## src/rtl/wbkcs_pkg.sv

```systemverilog
package wbkcs_pkg;

    // Default chain geometry
    localparam int ROWS_DEF = 8;
    localparam int COLS_DEF = 16;

    // Register map, word index on the configuration port
    localparam logic [1:0] REG_SCAN_ENABLE    = 2'd0;
    localparam logic [1:0] REG_INVERTED_DRIVE = 2'd1;
    localparam logic [1:0] REG_EXTRA_PULLUP   = 2'd2;
    localparam logic [1:0] REG_SETTLE_TICKS   = 2'd3;

    localparam logic [7:0] SETTLE_TICKS_RST = 8'd2;

    typedef enum logic [1:0] {
        PH_FLUSH  = 2'd0,
        PH_SETTLE = 2'd1,
        PH_SAMPLE = 2'd2,
        PH_SHIFT  = 2'd3
    } phase_t;

    typedef struct packed {
        logic       scan_enable;
        logic       inverted_drive;
        logic       extra_pullup;
        logic [7:0] settle_ticks;
    } cfg_t;

    typedef struct packed {
        logic        chain_clock;
        logic        drive_enable;
        logic        drive_level;
        logic        pull_down_select;
        logic        row_valid;
        logic [2:0]  row_index;
        logic [15:0] row_keys;
        logic        row_changed;
        logic        scan_done;
        logic        scan_changed;
    } result_t;

endpackage

```

## src/rtl/walking_bit_key_chain_scanner_top.sv

```systemverilog
// Channel   Direction  Handshake          Payload
// s_        in         s_valid/s_ready    s_sense_level
// m_        out        m_valid/m_ready    m_chain_clock ... m_scan_changed (10 fields)
// APB       in/out     psel/penable/pready paddr, pwdata, prdata
//
// For each tick request the scan step runs in a single combinational pass from the scan
// state registers into a two-entry result buffer, so one request per cycle is accepted
// while results drain. s_ready drops only when both buffer entries are full.
// Reset (aresetn, synchronous, active low) returns to flush start, clears the stored
// rows and restores the register defaults (settle_ticks = 2, all else 0).
module walking_bit_key_chain_scanner_top
    import wbkcs_pkg::*;
#(
    parameter int ROWS = ROWS_DEF,
    parameter int COLS = COLS_DEF
) (
    input  logic        aclk,
    input  logic        aresetn,
    // Tick requests
    input  logic        s_valid,
    output logic        s_ready,
    input  logic        s_sense_level,
    // Results
    output logic        m_valid,
    input  logic        m_ready,
    output logic        m_chain_clock,
    output logic        m_drive_enable,
    output logic        m_drive_level,
    output logic        m_pull_down_select,
    output logic        m_row_valid,
    output logic [2:0]  m_row_index,
    output logic [15:0] m_row_keys,
    output logic        m_row_changed,
    output logic        m_scan_done,
    output logic        m_scan_changed,
    // Configuration
    input  logic        psel,
    input  logic        penable,
    input  logic        pwrite,
    input  logic [3:0]  paddr,
    input  logic [31:0] pwdata,
    output logic [31:0] prdata,
    output logic        pready
);

    cfg_t    cfg_reg;
    result_t step_res;
    result_t out_res;
    logic    step;
    logic    cfg_wr;

    assign pready = 1'b1;
    assign cfg_wr = psel & penable & pwrite & pready;
    assign step   = s_valid & s_ready;

    // Register file: write on the access phase
    always_ff @(posedge aclk) begin
        if (!aresetn) begin
            cfg_reg.scan_enable    <= 1'b0;
            cfg_reg.inverted_drive <= 1'b0;
            cfg_reg.extra_pullup   <= 1'b0;
            cfg_reg.settle_ticks   <= SETTLE_TICKS_RST;
        end else if (cfg_wr) begin
            unique case (paddr[3:2])
                REG_SCAN_ENABLE:    cfg_reg.scan_enable    <= pwdata[0];
                REG_INVERTED_DRIVE: cfg_reg.inverted_drive <= pwdata[0];
                REG_EXTRA_PULLUP:   cfg_reg.extra_pullup   <= pwdata[0];
                REG_SETTLE_TICKS:   cfg_reg.settle_ticks   <= pwdata[7:0];
                default: ;
            endcase
        end
    end

    // Readback
    always_comb begin
        unique case (paddr[3:2])
            REG_SCAN_ENABLE:    prdata = {31'd0, cfg_reg.scan_enable};
            REG_INVERTED_DRIVE: prdata = {31'd0, cfg_reg.inverted_drive};
            REG_EXTRA_PULLUP:   prdata = {31'd0, cfg_reg.extra_pullup};
            REG_SETTLE_TICKS:   prdata = {24'd0, cfg_reg.settle_ticks};
            default:            prdata = '0;
        endcase
    end

    // Scan sequencer: advance one pin action per accepted request
    wbkcs_scan #(
        .ROWS(ROWS),
        .COLS(COLS)
    ) u_scan (
        .aclk        (aclk),
        .aresetn     (aresetn),
        .step        (step),
        .sense_level (s_sense_level),
        .cfg         (cfg_reg),
        .res         (step_res)
    );

    // Result buffer: hold results while the sink stalls
    wbkcs_out_buf u_out_buf (
        .aclk       (aclk),
        .aresetn    (aresetn),
        .push       (step),
        .push_data  (step_res),
        .push_ready (s_ready),
        .out_valid  (m_valid),
        .out_ready  (m_ready),
        .out_data   (out_res)
    );

    assign m_chain_clock      = out_res.chain_clock;
    assign m_drive_enable     = out_res.drive_enable;
    assign m_drive_level      = out_res.drive_level;
    assign m_pull_down_select = out_res.pull_down_select;
    assign m_row_valid        = out_res.row_valid;
    assign m_row_index        = out_res.row_index;
    assign m_row_keys         = out_res.row_keys;
    assign m_row_changed      = out_res.row_changed;
    assign m_scan_done        = out_res.scan_done;
    assign m_scan_changed     = out_res.scan_changed;

endmodule

```

## src/rtl/wbkcs_scan.sv

```systemverilog
module wbkcs_scan
    import wbkcs_pkg::*;
#(
    parameter int ROWS = ROWS_DEF,
    parameter int COLS = COLS_DEF
) (
    input  logic    aclk,
    input  logic    aresetn,
    input  logic    step,
    input  logic    sense_level,
    input  cfg_t    cfg,
    output result_t res
);

    localparam int RW = (ROWS > 1) ? $clog2(ROWS) : 1;
    localparam int CW = (COLS > 1) ? $clog2(COLS) : 1;
    localparam int FW = $clog2(ROWS * COLS + 1);
    localparam logic [FW-1:0] FLUSH_LEN = FW'(ROWS * COLS);
    localparam logic [RW-1:0] LAST_ROW  = RW'(ROWS - 1);
    localparam logic [CW-1:0] LAST_COL  = CW'(COLS - 1);

    phase_t            phase_reg, phase_next;
    logic [FW-1:0]     flush_count_reg, flush_count_next;
    logic [7:0]        settle_count_reg, settle_count_next;
    logic [RW-1:0]     row_reg, row_next;
    logic [CW-1:0]     col_reg, col_next;
    logic [COLS-1:0]   acc_reg, acc_next;
    logic [COLS-1:0]   stored_reg [ROWS];
    logic              store_we;
    logic              any_change_reg, any_change_next;

    logic              off_level;
    logic [7:0]        settle_inc;
    logic [COLS-1:0]   acc_sampled;
    logic              last_col;
    logic              last_row;
    logic              row_differs;
    logic [31:0]       row_wide;
    logic [31:0]       bits_wide;

    assign off_level   = ~cfg.inverted_drive;
    assign settle_inc  = settle_count_reg + 8'd1;
    assign acc_sampled = acc_reg | ({{(COLS-1){1'b0}}, ~sense_level} << col_reg);
    assign last_col    = (col_reg == LAST_COL);
    assign last_row    = (row_reg == LAST_ROW);
    assign row_differs = (stored_reg[row_reg] != acc_sampled);
    assign row_wide    = 32'(row_reg);
    assign bits_wide   = 32'(acc_sampled);

    // Next state
    always_comb begin
        phase_next        = phase_reg;
        flush_count_next  = flush_count_reg;
        settle_count_next = settle_count_reg;
        row_next          = row_reg;
        col_next          = col_reg;
        acc_next          = acc_reg;
        any_change_next   = any_change_reg;
        store_we          = 1'b0;
        if (!cfg.scan_enable) begin
            phase_next        = PH_FLUSH;
            flush_count_next  = '0;
            settle_count_next = '0;
            row_next          = '0;
            col_next          = '0;
            acc_next          = '0;
        end else begin
            unique case (phase_reg)
                PH_FLUSH: begin
                    if (flush_count_reg < FLUSH_LEN) begin
                        flush_count_next = flush_count_reg + FW'(1);
                    end else begin
                        flush_count_next  = '0;
                        settle_count_next = '0;
                        phase_next = (cfg.settle_ticks != 8'd0) ? PH_SETTLE : PH_SAMPLE;
                    end
                end
                PH_SETTLE: begin
                    settle_count_next = settle_inc;
                    if (settle_inc >= cfg.settle_ticks) begin
                        settle_count_next = '0;
                        phase_next        = PH_SAMPLE;
                    end
                end
                PH_SAMPLE: begin
                    phase_next = PH_SHIFT;
                    if (last_col) begin
                        store_we = row_differs;
                        if (row_differs) begin
                            any_change_next = 1'b1;
                        end
                        acc_next = '0;
                        col_next = '0;
                        if (last_row) begin
                            any_change_next = 1'b0;
                            row_next        = '0;
                        end else begin
                            row_next = row_reg + RW'(1);
                        end
                    end else begin
                        acc_next = acc_sampled;
                        col_next = col_reg + CW'(1);
                    end
                end
                PH_SHIFT: begin
                    settle_count_next = '0;
                    if (row_reg == '0 && col_reg == '0) begin
                        phase_next        = PH_FLUSH;
                        flush_count_next  = '0;
                        acc_next          = '0;
                    end else begin
                        phase_next = (cfg.settle_ticks != 8'd0) ? PH_SETTLE : PH_SAMPLE;
                    end
                end
                default: phase_next = PH_FLUSH;
            endcase
        end
    end

    // Outputs of the step
    always_comb begin
        res                  = '0;
        res.drive_enable     = 1'b1;
        res.drive_level      = off_level;
        res.pull_down_select = cfg.extra_pullup;
        if (cfg.scan_enable) begin
            unique case (phase_reg)
                PH_FLUSH: begin
                    res.chain_clock = 1'b1;
                    if (flush_count_reg >= FLUSH_LEN) begin
                        res.drive_level = ~off_level;
                    end
                end
                PH_SETTLE: begin
                    res.drive_enable = 1'b0;
                    res.drive_level  = 1'b0;
                end
                PH_SAMPLE: begin
                    res.drive_enable = 1'b0;
                    res.drive_level  = 1'b0;
                    if (last_col) begin
                        res.row_valid    = 1'b1;
                        res.row_index    = row_wide[2:0];
                        res.row_keys     = bits_wide[15:0];
                        res.row_changed  = row_differs;
                        res.scan_done    = last_row;
                        res.scan_changed = last_row & (any_change_reg | row_differs);
                    end
                end
                PH_SHIFT: res.chain_clock = 1'b1;
                default: res.chain_clock = 1'b0;
            endcase
        end
    end

    always_ff @(posedge aclk) begin
        if (!aresetn) begin
            phase_reg        <= PH_FLUSH;
            flush_count_reg  <= '0;
            settle_count_reg <= '0;
            row_reg          <= '0;
            col_reg          <= '0;
            acc_reg          <= '0;
            any_change_reg   <= 1'b0;
            for (int i = 0; i < ROWS; i++) begin
                stored_reg[i] <= '0;
            end
        end else if (step) begin
            phase_reg        <= phase_next;
            flush_count_reg  <= flush_count_next;
            settle_count_reg <= settle_count_next;
            row_reg          <= row_next;
            col_reg          <= col_next;
            acc_reg          <= acc_next;
            any_change_reg   <= any_change_next;
            if (store_we) begin
                stored_reg[row_reg] <= acc_sampled;
            end
        end
    end

endmodule

```

## src/rtl/wbkcs_out_buf.sv

```systemverilog
module wbkcs_out_buf
    import wbkcs_pkg::*;
(
    input  logic    aclk,
    input  logic    aresetn,
    input  logic    push,
    input  result_t push_data,
    output logic    push_ready,
    output logic    out_valid,
    input  logic    out_ready,
    output result_t out_data
);

    logic    head_valid_reg, head_valid_next;
    logic    skid_valid_reg, skid_valid_next;
    result_t head_reg, head_next;
    result_t skid_reg, skid_next;
    logic    pop;

    assign pop        = head_valid_reg & out_ready;
    assign push_ready = ~skid_valid_reg;
    assign out_valid  = head_valid_reg;
    assign out_data   = head_reg;

    always_comb begin
        head_valid_next = head_valid_reg;
        skid_valid_next = skid_valid_reg;
        head_next       = head_reg;
        skid_next       = skid_reg;
        if (!head_valid_reg || pop) begin
            if (skid_valid_reg) begin
                // Promote the parked result; park the new one behind it
                head_next       = skid_reg;
                head_valid_next = 1'b1;
                skid_valid_next = push;
                skid_next       = push_data;
            end else begin
                head_valid_next = push;
                head_next       = push_data;
            end
        end else if (push) begin
            skid_valid_next = 1'b1;
            skid_next       = push_data;
        end
    end

    always_ff @(posedge aclk) begin
        if (!aresetn) begin
            head_valid_reg <= 1'b0;
            skid_valid_reg <= 1'b0;
        end else begin
            head_valid_reg <= head_valid_next;
            skid_valid_reg <= skid_valid_next;
        end
        head_reg <= head_next;
        skid_reg <= skid_next;
    end

endmodule
```

## config.mk

```make
export PLATFORM = sky130hd
export DESIGN_NAME = walking_bit_key_chain_scanner_top
export DESIGN_NICKNAME = d
export VERILOG_FILES = /design/src/rtl/wbkcs_pkg.sv /design/src/rtl/walking_bit_key_chain_scanner_top.sv /design/src/rtl/wbkcs_scan.sv /design/src/rtl/wbkcs_out_buf.sv
export SDC_FILE = /design/constraint.sdc
export NUM_CORES = 1
export LEC_CHECK = 0
export BUFFER_PORTS_ARGS = -buffer_cell sky130_fd_sc_hd__clkbuf_2
export CAP_MARGIN = 20
export CORE_ASPECT_RATIO = 1.2
export CORE_MARGIN = 8
export CORE_UTILIZATION = 60
export DETAILED_ROUTE_END_ITERATION = 10
export HOLD_SLACK_MARGIN = 0.15
export PLACE_DENSITY = 0.8
export SLEW_MARGIN = 20
export SYNTH_ARGS = -nofsm -noshare
export SYNTH_HDL_FRONTEND = slang
export SYNTH_SLANG_ARGS = --single-unit
```

## constraint.sdc

```tcl
create_clock -name aclk -period 5.8 [get_ports aclk]
set_clock_uncertainty 0.2 [all_clocks]
set_input_delay 1.16 -clock aclk [delete_from_list [all_inputs] [get_ports aclk]]
set_output_delay 1.16 -clock aclk [all_outputs]
set_load 0.02 [all_outputs]
```

==> impl_metrics.env <==
export IMPL_vdd_drop_max_mv=0.240
export IMPL_startpoint_type="flop"
export IMPL_yosysTopAreaCell="edfxtp_1"
export IMPL_worstPathMaxFanout=60
export IMPL_grt_ovfl_total=0
export IMPL_core_mm2=0.0189
export IMPL_crit_path_max_incr_delay_ps=1010
export IMPL_power_frac_comb_pct=5.0
export IMPL_antenna_left=0
export IMPL_finalHoldViolCount=0
export IMPL_finalCriticalPeriod_ps=4520
export IMPL_synth_edf_count=182
export IMPL_r2r_end="u_scan.stored_reg[0][9]"
export IMPL_rsz0062_at_grt="false"
export IMPL_min_from="u_scan.any_change_reg"
export IMPL_path_class="flop to flop"
export IMPL_setup_viol=0
export IMPL_drc=0
export IMPL_rrSetupSlack_ps=1280
export IMPL_ys_ff_latch=240
export IMPL_cp_arrival_ps=4550
export IMPL_synth_async_reset_ratio_pct=0
export IMPL_vias=8021
export IMPL_critical_path_buf_inv_count=1
export IMPL_finalPower_mw=3.55
export IMPL_final_cells=1296
export IMPL_syn_avg_cell_area_um2=11.7
export IMPL_synthFlopType="edfxtp_1"
export IMPL_p_switching_uw=787
export IMPL_antenna_found_initial=0
export IMPL_die_y_um=168
export IMPL_post_drt_wl_per_cell_um=20.8
export IMPL_initial_utilization_pct=61.2
export IMPL_drv_slew=0
export IMPL_yosys_top_cells_area="edfxtp_1 (47%), dfxtp_1 (10%), mux2i_1 (4.3%)"
export IMPL_cts_tree="yes"
export IMPL_clkSinkCount=240
export IMPL_grt_pass1_vias=7972
export IMPL_finalWirelength_um=27000
export IMPL_gp_congestion=0.816
export IMPL_yosysTopAreaCellShare_pct=47.4
export IMPL_place_hpwl_um=17100
export IMPL_r2r_cells=8
export IMPL_dieArea_mm2=0.0239
export IMPL_p_sw_share_pct=22.2
export IMPL_portBuffers=54
export IMPL_synth_yosys_warnings=0
export IMPL_hp_class="flop to flop"
export IMPL_pre_cts_ws_ps=1050
export IMPL_syn_to_final_growth_pct=10.1
export IMPL_grt_start_max_net_pins=65
export IMPL_finalWorstSetupSlack_ps=1280
export IMPL_p_int_mw=2.76
export IMPL_clockBufferDepth=3
export IMPL_synth_area_mm2=0.0115
export IMPL_synthCells=986
export IMPL_viasPerCell=6.19
export IMPL_crit_family="flip-flops"
export IMPL_io_pins=106
export IMPL_worst_setup_path_end_kind="flop"
export IMPL_cts_resized_gates=0
export IMPL_setup_tns_ps=0
export IMPL_cts_hold_buffers=0
export IMPL_grt_pass1_wl_um=42900
export IMPL_hold_end="u_scan.any_change_reg"
export IMPL_cap_violations=0
export IMPL_cts_inserted_buffers=24
export IMPL_worstPathCellList="mux2i_1 -> mux4_2 -> xnor2_1 -> nand4_1 -> or4_1 -> o21ai_4 -> buf_4 -> nor4_1"
export IMPL_finalCritPeriodShare_pct=78.0
export IMPL_drtIter0Drc=710
export IMPL_drive_above_1_share_pct=16.2
export IMPL_post_cts_setup_buffers=0
export IMPL_cts_clk_slew_worst_paths_ps=70
export IMPL_dr_pass1_iters=6
export IMPL_ys_seq_area_share_pct=57.5
export IMPL_power_density_mw_per_mm2=279
export IMPL_worst_slew_pin_slew_ps=1040
export IMPL_relSlewSlack_pct=30.3
export IMPL_cts_root_buffer="clkbuf_16"
export IMPL_seq_power_share_pct=54.3
export IMPL_synth_distinct_cells=51
export IMPL_htree_levels=1
export IMPL_slowest_stage="dfxtp_1"
export IMPL_placed_cells=1252
export IMPL_synthTopCellsByCount="edfxtp_1 (182), nor3_1 (99), nand2_1 (62)"
export IMPL_holdPathStages=2
export IMPL_insertedDiodeCount=0
export IMPL_yosysMostFrequentCell="edfxtp_1"
export IMPL_leakage_nw=4.19
export IMPL_pwr_share_clk_pct=40.6
export IMPL_nets=1086
export IMPL_status="completed"
export IMPL_cp_required_ps=5830
export IMPL_insertion_delay_ps=530
export IMPL_die_w_um=143
export IMPL_grt_usage_pct=22.6
export IMPL_num_rows=55
export IMPL_max_freq_ghz=0.221
export IMPL_largest_reg_flops=128
metal layers:
layer / up-vias / GRT usage, % / wire length, um
met4: 0 / 9.07 / 967
met2: 360 / 38.7 / 13700
met1: 3865 / 28.0 / 10300
met5: - / 0 / 0
met3: 77 / 3.48 / 2020
li1: 3719 / - / -
layout by cell type (no fill, tap or decap), types with 6 or more instances in the layout:
master,instances
nor4_1,54
o31ai_1,11
o22ai_1,8
inv_1,22
o21ai_0,14
xor2_1,11
clkbuf_16,25
buf_4,36
nor2_1,40
mux2_2,13
clkbuf_1,6
conb_1,25
mux2i_1,50
nand4_1,8
nor2b_1,38
a22oi_1,12
nand2_1,61
a21boi_0,13
dfxtp_1,56
ha_1,20
clkbuf_2,54
xnor2_1,14
and3_1,15
a21oi_1,38
nand3_1,19
edfxtp_1,182
nor3_1,99
mux4_2,19
worst min-delay path: stages, from the launching register on:
cell,delay (ps)
dfxtp_1,310
inv_1,50
a21oi_1,50
cells by family after synthesis:
| kind of cell | count (synthesis) | synth area share, % |
|---|---|---|
| muxes | 82 | 9.32 |
| DFF | 240 | 57.5 |
| xor gates and xnor gates | 25 | 1.90 |
| adders and majority gates | 20 | 2.17 |
| other | 2 | 0.0651 |
| and+or+nand+nor | 362 | 16.5 |
| AOI/OAI and AO/OA | 128 | 7.04 |
| buffers and inverters | 127 | 5.57 |
how the worst max path moves through the flow:
| stage | from | to | slack [ps] | cells past startpoint |
|---|---|---|---|---|
| 6_report | flop | u_scan.stored_reg[0][9] | 1280 | 8 |
| 5_1_grt | flop | u_scan.stored_reg[0][9] | 1010 | 9 |
| 4_1_cts | flop | u_scan.stored_reg[0][9] | 1290 | 8 |
| 3_5_place_dp | s_sense_level | u_scan.stored_reg[0][9] | 1050 | 10 |
| 3_3_place_gp | s_sense_level | u_scan.stored_reg[3][3] | 1110 | 10 |
| 2_1_floorplan | m_ready | u_out_buf.skid_reg[0] | 1200 | 2 |
power by group through the flow:
| stage | Sequential, mW | Combinational [mW] | Clock, mW |
|---|---|---|---|
| CTS | 1.93 | 0.178 | 1.45 |
| detailed placement | 1.97 | 0.177 | 0 |
| floorplan | 1.97 | 0.118 | 0 |
| finish | 1.93 | 0.178 | 1.44 |
| global placement | 1.96 | 0.174 | 0 |
| global route | 1.93 | 0.190 | 1.52 |
cell type report:
| type | count | area (um2) |
|---|---|---|
| multi-input combinational | 642 | 4380 |
| tap | 256 | 320 |
| clock buffer | 32 | 662 |
| timing repair buffer | 91 | 561 |
| fill | 1438 | 6150 |
| inverter | 23 | 86.3 |
| clock inverter | 12 | 60.1 |
| sequential | 240 | 6630 |
metrics by stage:
step	area [um2]	util (%)	hold WS, ps
6_report	12700	67.4	258
4_1_cts	12700	67.4	256
3_5_place_dp	12000	63.5	247
3_3_place_gp	12000	63.5	236
5_1_grt	12700	67.4	273
2_1_floorplan	11600	-	224
(Power assumes the default switching activity.)
